## src/rtl/assert_macros.svh

```systemverilog
// assertion helpers used by the rtl
`ifndef ASSERT_MACROS_SVH
`define ASSERT_MACROS_SVH

`define ASSERT_IMPLIES(label, clk, rst_n, a, b) \
	label: assert property (@(posedge clk) disable iff (!rst_n) (a) |-> (b)) \
		else $error("assertion failed");

`define ASSERT_NEXT(label, clk, rst_n, a, b) \
	label: assert property (@(posedge clk) disable iff (!rst_n) (a) |=> (b)) \
		else $error("assertion failed");

`endif

```

## src/rtl/hbmt_pkg.sv

```systemverilog
`default_nettype none
package hbmt_pkg;

	typedef enum logic [2:0] {
		OP_TICK   = 3'd0,
		OP_HEADER = 3'd1,
		OP_ENTRY  = 3'd2,
		OP_FORCE  = 3'd3,
		OP_QUERY  = 3'd4,
		OP_RESET  = 3'd5
	} opcode_t;

	typedef enum logic [1:0] {
		RK_EVICT  = 2'd0,
		RK_BHEAD  = 2'd1,
		RK_BENTRY = 2'd2,
		RK_QUERY  = 2'd3
	} result_kind_t;

	typedef enum logic [1:0] {
		CFG_OWN       = 2'd0,
		CFG_THRESHOLD = 2'd1,
		CFG_PERIOD    = 2'd2
	} cfg_index_t;

	typedef enum logic [3:0] {
		ST_IDLE,
		ST_UPD_SCAN,
		ST_POST,
		ST_EXP_SCAN,
		ST_EXP_EMIT,
		ST_EXP_SHIFT,
		ST_BC_HEAD,
		ST_BC_SCAN,
		ST_Q_SCAN,
		ST_Q_EMIT,
		ST_WAIT_OUT
	} state_t;

endpackage
`default_nettype wire

```

## src/rtl/heartbeat_membership_table_core.sv

```systemverilog
// heartbeat membership table
// in channel: one beat per item (opcode, peer_address, clock_value, entry_offset,
// last_of_packet); out channel: result beats, last marks the final beat of an item.
// cfg channel: cfg_index 0 own_address, 1 eviction age limit, 2 broadcast_period;
// write only while idle.
// an item walks the table one entry per cycle through a single compare unit,
// but pauses for each eviction (emit, then shift the later entries down) and
// while a beat cannot load; broadcast sends a header beat before the entries.
// an eviction beat is held back until the next eviction or the end of the scan,
// so the final one can carry last; a wait state sends it after the scan.
// in_ready is low while an item is in work; the next item is taken once the
// last result beat is held in the output register.
// each result beat waits in the output register while out_ready is low; a
// step that must load another beat stalls until that beat is taken.
// reset clears count, local clock, tick counter, header clock and pending flag;
// table contents are not cleared.
`default_nettype none
module heartbeat_membership_table_core #(
	parameter int TABLE_DEPTH = 16
) (
	input  wire         clk,
	input  wire         arst_n,
	input  wire         in_valid,
	output logic        in_ready,
	input  wire  [2:0]  opcode,
	input  wire  [15:0] peer_address,
	input  wire  [31:0] clock_value,
	input  wire  [7:0]  entry_offset,
	input  wire         last_of_packet,
	output logic        out_valid,
	input  wire         out_ready,
	output logic [1:0]  result_kind,
	output logic [15:0] member_address,
	output logic [31:0] clock_out,
	output logic [7:0]  offset_out,
	output logic        alive,
	output logic        last,
	input  wire         cfg_valid,
	output logic        cfg_ready,
	input  wire  [1:0]  cfg_index,
	input  wire  [31:0] cfg_data
);
`include "assert_macros.svh"

	localparam int IW = $clog2(TABLE_DEPTH);
	localparam int CW = $clog2(TABLE_DEPTH + 1);

	hbmt_pkg::state_t state_q, state_d;

	logic [15:0] addr_mem [TABLE_DEPTH];
	logic [31:0] clk_mem  [TABLE_DEPTH];

	logic [15:0] own_q;
	logic [31:0] thr_q;
	logic [15:0] per_q;
	logic [CW-1:0] count_q;
	logic [31:0] time_q, hclk_q;
	logic [15:0] tick_q;
	logic pend_q;

	logic [CW-1:0] idx_q;
	logic [2:0]  op_q;
	logic [15:0] addr_q;
	logic [31:0] val_q;
	logic        lastp_q, found_q, bcast_q;
	logic [15:0] ev_addr_q;
	logic [CW-1:0] ev_idx_q;

	logic [15:0] rd_addr;
	logic [31:0] rd_clk, age;
	logic        in_range;
	logic        out_free;
	logic        post_new, post_expire;
	logic        out_load;

	assign in_range = idx_q < count_q;
	assign rd_addr  = addr_mem[idx_q[IW-1:0]];
	assign rd_clk   = clk_mem[idx_q[IW-1:0]];
	assign age      = time_q + 32'd1 - rd_clk;
	assign out_free = !out_valid || out_ready;

	assign post_new = op_q == hbmt_pkg::OP_ENTRY && addr_q != own_q
		&& val_q > time_q + 32'd1;
	assign post_expire = lastp_q && op_q != hbmt_pkg::OP_FORCE && (post_new || pend_q);

	assign in_ready  = state_q == hbmt_pkg::ST_IDLE;
	assign cfg_ready = 1'b1;

	always_comb begin
		state_d = state_q;
		unique case (state_q)
			hbmt_pkg::ST_IDLE:
				if (in_valid && in_ready) begin
					unique case (opcode)
						hbmt_pkg::OP_TICK: state_d = hbmt_pkg::ST_EXP_SCAN;
						hbmt_pkg::OP_HEADER, hbmt_pkg::OP_ENTRY, hbmt_pkg::OP_FORCE:
							state_d = hbmt_pkg::ST_UPD_SCAN;
						hbmt_pkg::OP_QUERY: state_d = hbmt_pkg::ST_Q_SCAN;
						default: state_d = hbmt_pkg::ST_IDLE;
					endcase
				end
			hbmt_pkg::ST_UPD_SCAN:
				if (!in_range || rd_addr == addr_q) state_d = hbmt_pkg::ST_POST;
			hbmt_pkg::ST_POST:
				state_d = post_expire ? hbmt_pkg::ST_EXP_SCAN : hbmt_pkg::ST_IDLE;
			hbmt_pkg::ST_EXP_SCAN:
				if (!in_range) begin
					if (hold_q) state_d = hbmt_pkg::ST_WAIT_OUT;
					else if (bcast_q) state_d = hbmt_pkg::ST_BC_HEAD;
					else state_d = hbmt_pkg::ST_IDLE;
				end else if (age >= thr_q) state_d = hbmt_pkg::ST_EXP_EMIT;
			hbmt_pkg::ST_EXP_EMIT:
				if (!hold_q || out_free) state_d = hbmt_pkg::ST_EXP_SHIFT;
			hbmt_pkg::ST_EXP_SHIFT:
				if (!(idx_q + CW'(1) < count_q)) state_d = hbmt_pkg::ST_EXP_SCAN;
			hbmt_pkg::ST_BC_HEAD:
				if (out_free) state_d = hbmt_pkg::ST_BC_SCAN;
			hbmt_pkg::ST_BC_SCAN:
				if (!in_range) state_d = hbmt_pkg::ST_IDLE;
			hbmt_pkg::ST_Q_SCAN:
				if (!in_range) state_d = hbmt_pkg::ST_Q_EMIT;
			hbmt_pkg::ST_Q_EMIT:
				if (out_free) state_d = hbmt_pkg::ST_IDLE;
			hbmt_pkg::ST_WAIT_OUT:
				if (out_free) state_d = bcast_q ? hbmt_pkg::ST_BC_HEAD : hbmt_pkg::ST_IDLE;
			default: state_d = hbmt_pkg::ST_IDLE;
		endcase
	end

	always_comb begin
		out_load = 1'b0;
		unique case (state_q)
			hbmt_pkg::ST_EXP_EMIT: out_load = hold_q && out_free;
			hbmt_pkg::ST_WAIT_OUT, hbmt_pkg::ST_BC_HEAD, hbmt_pkg::ST_Q_EMIT:
				out_load = out_free;
			hbmt_pkg::ST_BC_SCAN: out_load = in_range && out_free;
			default: out_load = 1'b0;
		endcase
	end

	always_ff @(posedge clk or negedge arst_n) begin
		if (!arst_n) state_q <= hbmt_pkg::ST_IDLE;
		else state_q <= state_d;
	end

	// an eviction beat is waiting in ev_addr_q
	logic hold_q;

	always_ff @(posedge clk or negedge arst_n) begin
		if (!arst_n) begin
			own_q     <= '0;
			thr_q     <= '0;
			per_q     <= 16'd1;
			count_q   <= '0;
			time_q    <= '0;
			hclk_q    <= '0;
			tick_q    <= '0;
			pend_q    <= 1'b0;
			out_valid <= 1'b0;
			hold_q    <= 1'b0;
			idx_q     <= '0;
			bcast_q   <= 1'b0;
		end else begin
			if (cfg_valid && cfg_ready) begin
				case (cfg_index)
					hbmt_pkg::CFG_OWN:       own_q <= cfg_data[15:0];
					hbmt_pkg::CFG_THRESHOLD: thr_q <= cfg_data;
					hbmt_pkg::CFG_PERIOD:    per_q <= cfg_data[15:0];
					default: ;
				endcase
			end
			if (out_load) out_valid <= 1'b1;
			else if (out_ready) out_valid <= 1'b0;
			unique case (state_q)
				hbmt_pkg::ST_IDLE:
					if (in_valid && in_ready) begin
						idx_q    <= '0;
						bcast_q  <= 1'b0;
						hold_q   <= 1'b0;
						found_q  <= 1'b0;
						unique case (opcode)
							hbmt_pkg::OP_TICK: begin
								time_q <= time_q + 32'd1;
								if (tick_q + 16'd1 == per_q) begin
									tick_q  <= '0;
									bcast_q <= 1'b1;
								end else tick_q <= tick_q + 16'd1;
							end
							hbmt_pkg::OP_HEADER: begin
								hclk_q <= clock_value;
								pend_q <= clock_value > time_q + 32'd1;
								if (clock_value > time_q + 32'd1) time_q <= clock_value;
							end
							hbmt_pkg::OP_RESET: begin
								time_q  <= thr_q;
								count_q <= '0;
								pend_q  <= 1'b0;
							end
							default: ;
						endcase
					end
				hbmt_pkg::ST_UPD_SCAN:
					if (in_range && rd_addr == addr_q) begin
						if (!(op_q == hbmt_pkg::OP_ENTRY && addr_q == own_q)
							&& rd_clk < val_q) clk_mem[idx_q[IW-1:0]] <= val_q;
					end else if (!in_range) begin
						if (!(op_q == hbmt_pkg::OP_ENTRY && addr_q == own_q)
							&& count_q < CW'(TABLE_DEPTH)) begin
							addr_mem[count_q[IW-1:0]] <= addr_q;
							clk_mem[count_q[IW-1:0]]  <= val_q;
							count_q <= count_q + CW'(1);
						end
					end else idx_q <= idx_q + CW'(1);
				hbmt_pkg::ST_POST: begin
					idx_q <= '0;
					if (post_new) time_q <= val_q;
					if (op_q != hbmt_pkg::OP_FORCE && lastp_q) pend_q <= 1'b0;
					else if (post_new) pend_q <= 1'b1;
				end
				hbmt_pkg::ST_EXP_SCAN:
					if (!in_range) idx_q <= '0;
					else if (!(age >= thr_q)) idx_q <= idx_q + CW'(1);
				hbmt_pkg::ST_EXP_EMIT:
					if (!hold_q || out_free) begin
						if (hold_q) begin
							result_kind    <= hbmt_pkg::RK_EVICT;
							member_address <= ev_addr_q;
							clock_out      <= '0;
							offset_out     <= '0;
							alive          <= 1'b0;
							last           <= 1'b0;
						end
						ev_addr_q <= rd_addr;
						ev_idx_q  <= idx_q;
						hold_q    <= 1'b1;
					end
				hbmt_pkg::ST_EXP_SHIFT:
					if (idx_q + CW'(1) < count_q) begin
						addr_mem[idx_q[IW-1:0]] <= addr_mem[IW'(idx_q + CW'(1))];
						clk_mem[idx_q[IW-1:0]]  <= clk_mem[IW'(idx_q + CW'(1))];
						idx_q <= idx_q + CW'(1);
					end else begin
						count_q <= count_q - CW'(1);
						idx_q   <= ev_idx_q;
					end
				hbmt_pkg::ST_BC_HEAD:
					if (out_free) begin
						result_kind    <= hbmt_pkg::RK_BHEAD;
						member_address <= own_q;
						clock_out      <= time_q;
						offset_out     <= '0;
						alive          <= 1'b0;
						last           <= count_q == '0;
					end
				hbmt_pkg::ST_BC_SCAN:
					if (in_range && out_free) begin
						result_kind    <= hbmt_pkg::RK_BENTRY;
						member_address <= rd_addr;
						clock_out      <= '0;
						offset_out     <= age[7:0];
						alive          <= 1'b0;
						last           <= idx_q + CW'(1) == count_q;
						idx_q          <= idx_q + CW'(1);
					end
				hbmt_pkg::ST_Q_SCAN:
					if (in_range) begin
						if (rd_addr == addr_q) found_q <= 1'b1;
						idx_q <= idx_q + CW'(1);
					end
				hbmt_pkg::ST_Q_EMIT:
					if (out_free) begin
						result_kind    <= hbmt_pkg::RK_QUERY;
						member_address <= addr_q;
						clock_out      <= '0;
						offset_out     <= '0;
						alive          <= found_q || addr_q == own_q;
						last           <= 1'b1;
					end
				hbmt_pkg::ST_WAIT_OUT:
					if (out_free) begin
						result_kind    <= hbmt_pkg::RK_EVICT;
						member_address <= ev_addr_q;
						clock_out      <= '0;
						offset_out     <= '0;
						alive          <= 1'b0;
						last           <= !bcast_q;
						hold_q         <= 1'b0;
					end
				default: ;
			endcase
		end
	end

	// item payload capture
	always_ff @(posedge clk) begin
		if (state_q == hbmt_pkg::ST_IDLE && in_valid && in_ready) begin
			op_q    <= opcode;
			addr_q  <= peer_address;
			lastp_q <= last_of_packet;
			unique case (opcode)
				hbmt_pkg::OP_HEADER: val_q <= clock_value;
				hbmt_pkg::OP_ENTRY:  val_q <= hclk_q + 32'd1 - {24'd0, entry_offset};
				default:             val_q <= time_q;
			endcase
		end
	end

	`ASSERT_IMPLIES(a_count_bound, clk, arst_n, 1'b1, count_q <= CW'(TABLE_DEPTH))
	`ASSERT_IMPLIES(a_busy_not_ready, clk, arst_n,
		state_q != hbmt_pkg::ST_IDLE, !in_ready)
	`ASSERT_NEXT(a_query_emits, clk, arst_n,
		state_q == hbmt_pkg::ST_Q_EMIT && out_free,
		out_valid && last && result_kind == hbmt_pkg::RK_QUERY)

endmodule
`default_nettype wire

```

## config.mk

```make
export PLATFORM = sky130hd
export DESIGN_NAME = heartbeat_membership_table_core
export DESIGN_NICKNAME = d
export VERILOG_FILES = /design/src/rtl/hbmt_pkg.sv /design/src/rtl/heartbeat_membership_table_core.sv
export VERILOG_INCLUDE_DIRS = /design/src /design/src/rtl
export SDC_FILE = /design/constraint.sdc
export NUM_CORES = 2
export LEC_CHECK = 0
export BUFFER_PORTS_ARGS = -buffer_cell sky130_fd_sc_hd__buf_2
export CORE_MARGIN = 8
export CORE_UTILIZATION = 45
export CTS_CLUSTER_DIAMETER = 100
export DETAILED_ROUTE_END_ITERATION = 6
export GPL_TIMING_DRIVEN = 1
export HOLD_SLACK_MARGIN = 0.1
export PLACE_DENSITY = 0.66
export SLEW_MARGIN = 20
export SYNTH_ARGS = -nofsm -noshare
export SYNTH_HDL_FRONTEND = slang
export SYNTH_SLANG_ARGS = --single-unit
```

## constraint.sdc

```tcl
create_clock -name clk -period 11.9 [get_ports clk]
set_input_delay 3.57 -clock clk [delete_from_list [all_inputs] [get_ports clk]]
set_output_delay 3.57 -clock clk [all_outputs]
set_load 0.05 [all_outputs]
```

* Word level (Yosys, flattened, before mapping)
Memory sizes are Yosys's and may differ from the RTL's.
Index checks and enable logic that the tools add are counted.
** Word-level totals
- Bits in latches :: 0
- Input bits :: 99
- Memory bits (read-only) :: 0
- Bits in writable memories :: 768
- Memories :: 2
- Output and inout port bits :: 63
- Register bits :: 296
- Logic and storage cells :: 267
** Memories
- clk_mem :: words 16, width 32, rd ports 2, clocked after Yosys merged registers in 0, write ports 1, line heartbeat_membership_table_core.sv:51 : logic [31:0] clk_mem [TABLE_DEPTH];
- addr_mem :: words 16, width 16, rd ports 2, clocked after Yosys merged registers in 0, write ports 1, line heartbeat_membership_table_core.sv:50 : logic [15:0] addr_mem [TABLE_DEPTH];
** Operators by class
- Muxes and demuxes :: 109
- Bitwise gates (word level) :: 1
- Shift operators :: 0
- Multiply operators :: 0
- Reduce and logical (&&, ||, !) cells :: 63
- Add/sub/neg operators :: 8
- Div/mod/pow operators :: 0
- Order comparisons :: 7
- Eq/ne operators :: 51
** Operators by type and width (number)
- two-way mux 32 bit :: 10
- two-way mux 16 bit :: 8
- case mux 32 bit (2 select lines) :: 2
- case mux 32 bit (4 select lines) :: 1
- case mux 32 bit (3 select lines) :: 1
- case mux 16 bit (5 select lines) :: 1
- two-way mux 5 bit :: 13
- adder 32 x 1 -> 32 bit, second input constant :: 2
- > comparator 32 bit :: 2
- two-way mux 4 bit :: 14
- equality test 16 bit :: 3
- case mux 4 bit (11 select lines) :: 1
- case mux 5 bit (7 select lines) :: 1
- two-way mux 1 bit :: 34
- greater-or-equal comparator 32 bit :: 1
- < comparator 32 bit :: 1
- two-way mux 8 bit :: 4
- inequality test 2 bit, second input constant :: 16
- OR reduction 32 bit :: 1
- subtractor 32 bit :: 1
- subtractor 32 x 8 -> 32 bit :: 1
- case mux 8 bit (3 select lines) :: 1
- AND reduction 7 bit :: 3
- adder 16 x 1 -> 16 bit, second input constant :: 1
- 52 further kinds :: 116

* Logic depth before layout (Yosys ltp)
- Depth after elaboration :: 12
- Mapped depth :: 34

* Worst setup path after synthesis
OpenSTA, ideal clock, no wires.
- Kind :: flip-flop to flip-flop
- From :: register idx_q[0]
- To :: register state_q[0]
- Data required time :: 11.779 ns
- Cell stages (with the launch flop) :: 30
- Arrival :: 7.904 ns
- Slack :: 3.875 ns
- Path through :: dfrtp_1 buf_2 buf_2 buf_1 buf_2 buf_1 mux4_2 mux4_2 inv_1 ha_1 o21ai_0 a21oi_1 and3_1 a211oi_1 nor4_1 or2_2 a311o_1 maj3_1 a21oi_1 xnor2_1 ha_1 a21oi_1 or4_1 a2111oi_0 a211oi_1 o32ai_1 nor3_1 o32ai_2 nand2_1 o22a_1
** Between the ends
- Word-level cells in the longest chain between the ends :: 5
- Elaborated cells between the ends (all ways) :: 18
- Those cells by class :: add/sub: 2; order compare: 3; eq/ne: 6; mux: 2; reduce/logical: 3; memory: 2
** Ends and longest elaborated chain
- start, declared :: line heartbeat_membership_table_core.sv:61 : logic [CW-1:0] idx_q;
- start signal, assigned :: line heartbeat_membership_table_core.sv:213 : end else idx_q <= idx_q + CW'(1);
- start signal, assigned :: line heartbeat_membership_table_core.sv:222 : else if (!(age >= thr_q)) idx_q <= idx_q + CW'(1);
- start signal, assigned :: line heartbeat_membership_table_core.sv:241 : idx_q <= idx_q + CW'(1);
- memory (16 x 32 bit) (tied with other cells)
- subtractor 32 bit (tied with other cells) :: line heartbeat_membership_table_core.sv:79 : assign age = time_q + 32'd1 - rd_clk;
- greater-or-equal comparator 32 bit / logical OR 1 bit (equally long branches) :: line heartbeat_membership_table_core.sv:111, heartbeat_membership_table_core.sv:103
- inequality test 3 bit (no source line) / inequality test 2 bit (equally long branches)
- AND reduction 10 bit (no source line)
- end signal, assigned :: line heartbeat_membership_table_core.sv:142 : if (!arst_n) state_q <= hbmt_pkg::ST_IDLE;
- end signal, assigned :: line heartbeat_membership_table_core.sv:143 : else state_q <= state_d;
- end, declared :: line heartbeat_membership_table_core.sv:48 : hbmt_pkg::state_t state_q, state_d;
Several ways; a longest one is shown, not always the timed one.
A chain may end at the register's enable or synchronous reset.

* Final worst setup path
- From :: register idx_q[0]
- To :: register state_q[1]
Same word-level chain as after synthesis.

==> qor.csv <==
stage;metric;value;unit
status;status;complete, but fails checks;
status;failing checks;DRC;
floorplanning;full die area;138000;sq um
pwr;Cell Int Power;10100;uW
place;post-DP HPWL;100;mm
detailed_routing;antenna violation net count after detailed routing;0;
pwr;switching share of power;38.7;%
clocking;Gates resized, CTS repair;0;
pwr;sequential power share;31.0;%
clocking;CTS hold repair buffers;0;
worst_setup_path;CP endpoint kind;flop;
sta;clock skew;0.0761;ns
sta;Tmin final;8.86;ns
floorplanning;Die W;371;um
grt;GR met2 Demand/Resource;35.2;%
clocking;H-tree depth;3;
synthesis;syn avg cell area;15.1;sq um
job;Max-cap violations;0;
worst_setup_path;CP Launch Type;flop;
sta;Total Neg Setup Slack;0;ns
floorplanning;Die H;371;um
pwr;Comb pwr share;47.7;%
layout;final net count;4199;
worst_setup_path;CP required;12.54;ns
worst_setup_path;worst reg-to-reg setup slack;3.04;ns
sta;Slew HR;25.0;%
synthesis;ys flop type;edfxtp_1;
sta;fmax;113;MHz
floorplanning;Initial Util;45.2;%
grt;met3 GRT Util;3.56;%
synthesis;Seq/Total Area, Yosys;54.9;%
detailed_routing;DR WL/cell;27.1;um
sta;final worst setup slack;3.04;ns
worst_setup_path;Critical R2R Launch;idx_q[0];
worst_setup_path;worst path arrival time;9.50;ns
worst_setup_path;crit path kind;flop to flop;
worst_setup_path;maximum fanout along the worst path;97;
pwr;pwr/cell area;259;nW/um^2
synthesis;syn nets;4039;
layout;layout cell share with drive strength beyond 1;27.6;%
hold_path;Hold Path End;hclk_q[0];
layout;Syn-to-layout area delta;11.9;%
worst_setup_path;reg2reg end;state_q[1];
clocking;CTS tree;yes;
sta;Final Hold Viols;0;
sta;WHS;0.497;ns
detailed_routing;residual DRC count;3;
synthesis;unique cell type count in the Yosys netlist;95;
synthesis;mapped cell area;56700;sq um
pwr;clock share of power;21.3;%
hold_path;hold path depth;2;
layout;Core Util, Final;50.6;%
detailed_routing;drt total wl;153;mm
hold_path;Min-Delay Path Class;flop to flop;
layout;commonest non-fill, non-tap cells in the layout;902 x edfxtp_1, 474 x mux4_2, 239 x nand2_1;
clocking;sinks on the clock net;1064;
clocking;Bufs on Longest Clock Path;3;
detailed_routing;drt pass-1 iters;7;
synthesis;Post-synth EDFFs;902;
floorplanning;core area;125000;sq um
place;worst slack, placed;2.99;ns
sta;# setup viols final;0;
clocking;Clock Latency Late Sink;0.78;ns
floorplanning;Ports;162;
grt;vias in the first global route;35287;
clocking;Post-CTS Setup Bufs;0;
layout;fin cells;5652;
clocking;clk slew on worst S/H paths;0.07;ns
place;placer congestion estimate;0.901;
clocking;Root Buffer;clkbuf_16;
sta;RSZ-0062 raised after global routing;false;
grt;busiest grt layer;met2;
detailed_routing;DR vias/cell;6.26;
place;port bufs;160;
synthesis;FF+latch count, synth;1064;
sta;Worst-Margin Slew;1.12;ns
synthesis;asr flop ratio synth;15.2;%
worst_setup_path;FF-to-FF path depth;25;
grt;first-pass GRT wire length;228;mm
clocking;Num CTS Buffers;109;
pwr;switching power total;6360;uW
sta;Final period util;74.4;%
detailed_routing;Initial DRC Count;3676;
pwr;Peak supply drop;0.000148;V
floorplanning;row count;130;
detailed_routing;total number of vias;35374;
grt;antenna violations before repair;2;
hold_path;Hold Crit Start;hclk_q[0];
grt;largest net degree at the start of global routing;98;
place;Inst Count DP;5447;
grt;all-layer global routing usage;21.9;%
grt;total gr overflow;0;
synthesis;Post-Syn Instances;3749;
grt;GR Util met1;30.4;%
synthesis;Yosys warnings;0;
pwr;Pleak;0.0224;uW
layout;most common cell after layout, fill and taps aside;edfxtp_1;
sta;Final Max Slew Viols;0;
[critical path, stage by stage (launching register included)]
cell	delay, ns
dfrtp_4	0.91
buf_12	0.59
mux4_2	0.59
mux4_2	0.55
inv_1	0.10
ha_1	0.26
o21ai_0	0.31
a21oi_1	0.14
and3_1	0.23
a211oi_1	0.24
nor4_1	0.10
o41ai_1	0.61
o211ai_1	0.33
a21o_1	0.23
a21oi_1	0.17
xnor2_1	0.09
ha_1	0.33
nand4_1	0.09
or4_1	0.41
a2111oi_0	0.33
a211oi_1	0.20
o32ai_1	0.82
nor3_1	0.15
o32ai_2	0.54
nand2_1	0.14
o22a_1	0.21
[registers in the layout, summed over array words and instances (netlist names), 2 cells and up]
signal          cells
clk_mem           512
addr_mem          256
clock_out          32
hclk_q             32
thr_q              32
time_q             32
val_q              32
addr_q             16
ev_addr_q          16
member_address     16
own_q              16
per_q              16
tick_q             16
offset_out          8
count_q             5
ev_idx_q            5
idx_q               5
state_q             4
op_q                3
result_kind         2
[cells in the mapped netlist (6+ instances only)]
cell type / count / area share, %
buf_2: 27 / 0.24
nand4_1: 34 / 0.38
nor4_1: 15 / 0.17
nand2_1: 239 / 1.6
mux4_2: 474 / 19
buf_1: 45 / 0.30
a21o_1: 60 / 0.79
a211oi_1: 16 / 0.21
a222oi_1: 16 / 0.28
a221oi_1: 8 / 0.12
o31a_1: 6 / 0.093
xnor2_1: 100 / 1.5
o21a_1: 13 / 0.17
buf_6: 7 / 0.14
and4_1: 6 / 0.093
a21oi_1: 125 / 1.1
and2_1: 23 / 0.25
xnor3_1: 10 / 0.40
or2_2: 8 / 0.088
nor3b_1: 8 / 0.11
dfrtp_1: 161 / 7.1
o21ai_0: 177 / 1.6
mux2i_1: 34 / 0.60
mux2_4: 28 / 0.74
o31ai_1: 13 / 0.17
nand2b_1: 28 / 0.31
nor2_1: 127 / 0.84
inv_1: 188 / 1.2
and3_1: 60 / 0.66
nand3_1: 39 / 0.34
nor2b_1: 25 / 0.28
a31oi_1: 13 / 0.14
a22oi_1: 31 / 0.41
edfxtp_1: 902 / 48
o211ai_1: 33 / 0.44
mux2_2: 101 / 2.0
ha_1: 188 / 4.1
clkbuf_1: 133 / 0.88
xor2_1: 63 / 0.97
nor3_1: 33 / 0.29
o21bai_1: 13 / 0.17
a22o_1: 13 / 0.20
[layout make-up]
type	instances	area (sq um)
well taps	1650	2060
repair buffers	263	1600
inverters	190	713
flip-flops and latches	1064	31200
clock inverters	78	896
fillers	10247	62000
clock buffers	125	2800
multi-input cells	2281	24200
diodes	1	2.50
[kinds of logic after synthesis]
group                    after synthesis  share of synthesized area [%]
AO/OA/AOI/OAI                        600                           6.93
XOR/XNOR                             174                           2.94
adder cells (fa/ha/maj)              195                           4.33
buffers and inverters                404                           2.84
flip-flops                          1064                           54.9
multiplexers                         639                           22.2
other                                  1                        0.00661
AND/OR/NAND/NOR                      672                           5.82
[power groups by stage]
stage	logic (uW)	clock network, uW	registers [uW]
global route	8540	3700	5140
detailed placement	7800	0	5160
CTS	7850	3560	5090
finish	7840	3510	5100
global placement	7710	0	5150
floorplan	5750	0	5030
[metrics by stage]
step / total power (uW) / area (sq um)
after floorplan: 10800 / 56700
after global placement: 12900 / 59700
after detailed placement: 13000 / 59700
after CTS: 16500 / 63400
after global routing: 17400 / 63400
final: 16400 / 63400
[layer usage]
metal,vias up,routed length [um]
li1,15256,-
met1,18276,62600
met2,1581,72700
met3,261,12300
met4,0,5420
met5,-,0
[worst max path at each step]
stage | cells past startpoint | start | to
floorplan | 29 | idx_q[0] | state_q[0]
CTS | 25 | idx_q[0] | state_q[1]
global placement | 25 | idx_q[0] | state_q[1]
finish | 25 | idx_q[0] | state_q[1]
global route | 25 | idx_q[0] | state_q[2]
detailed placement | 25 | idx_q[0] | state_q[1]
(Power assumes the default switching activity.)
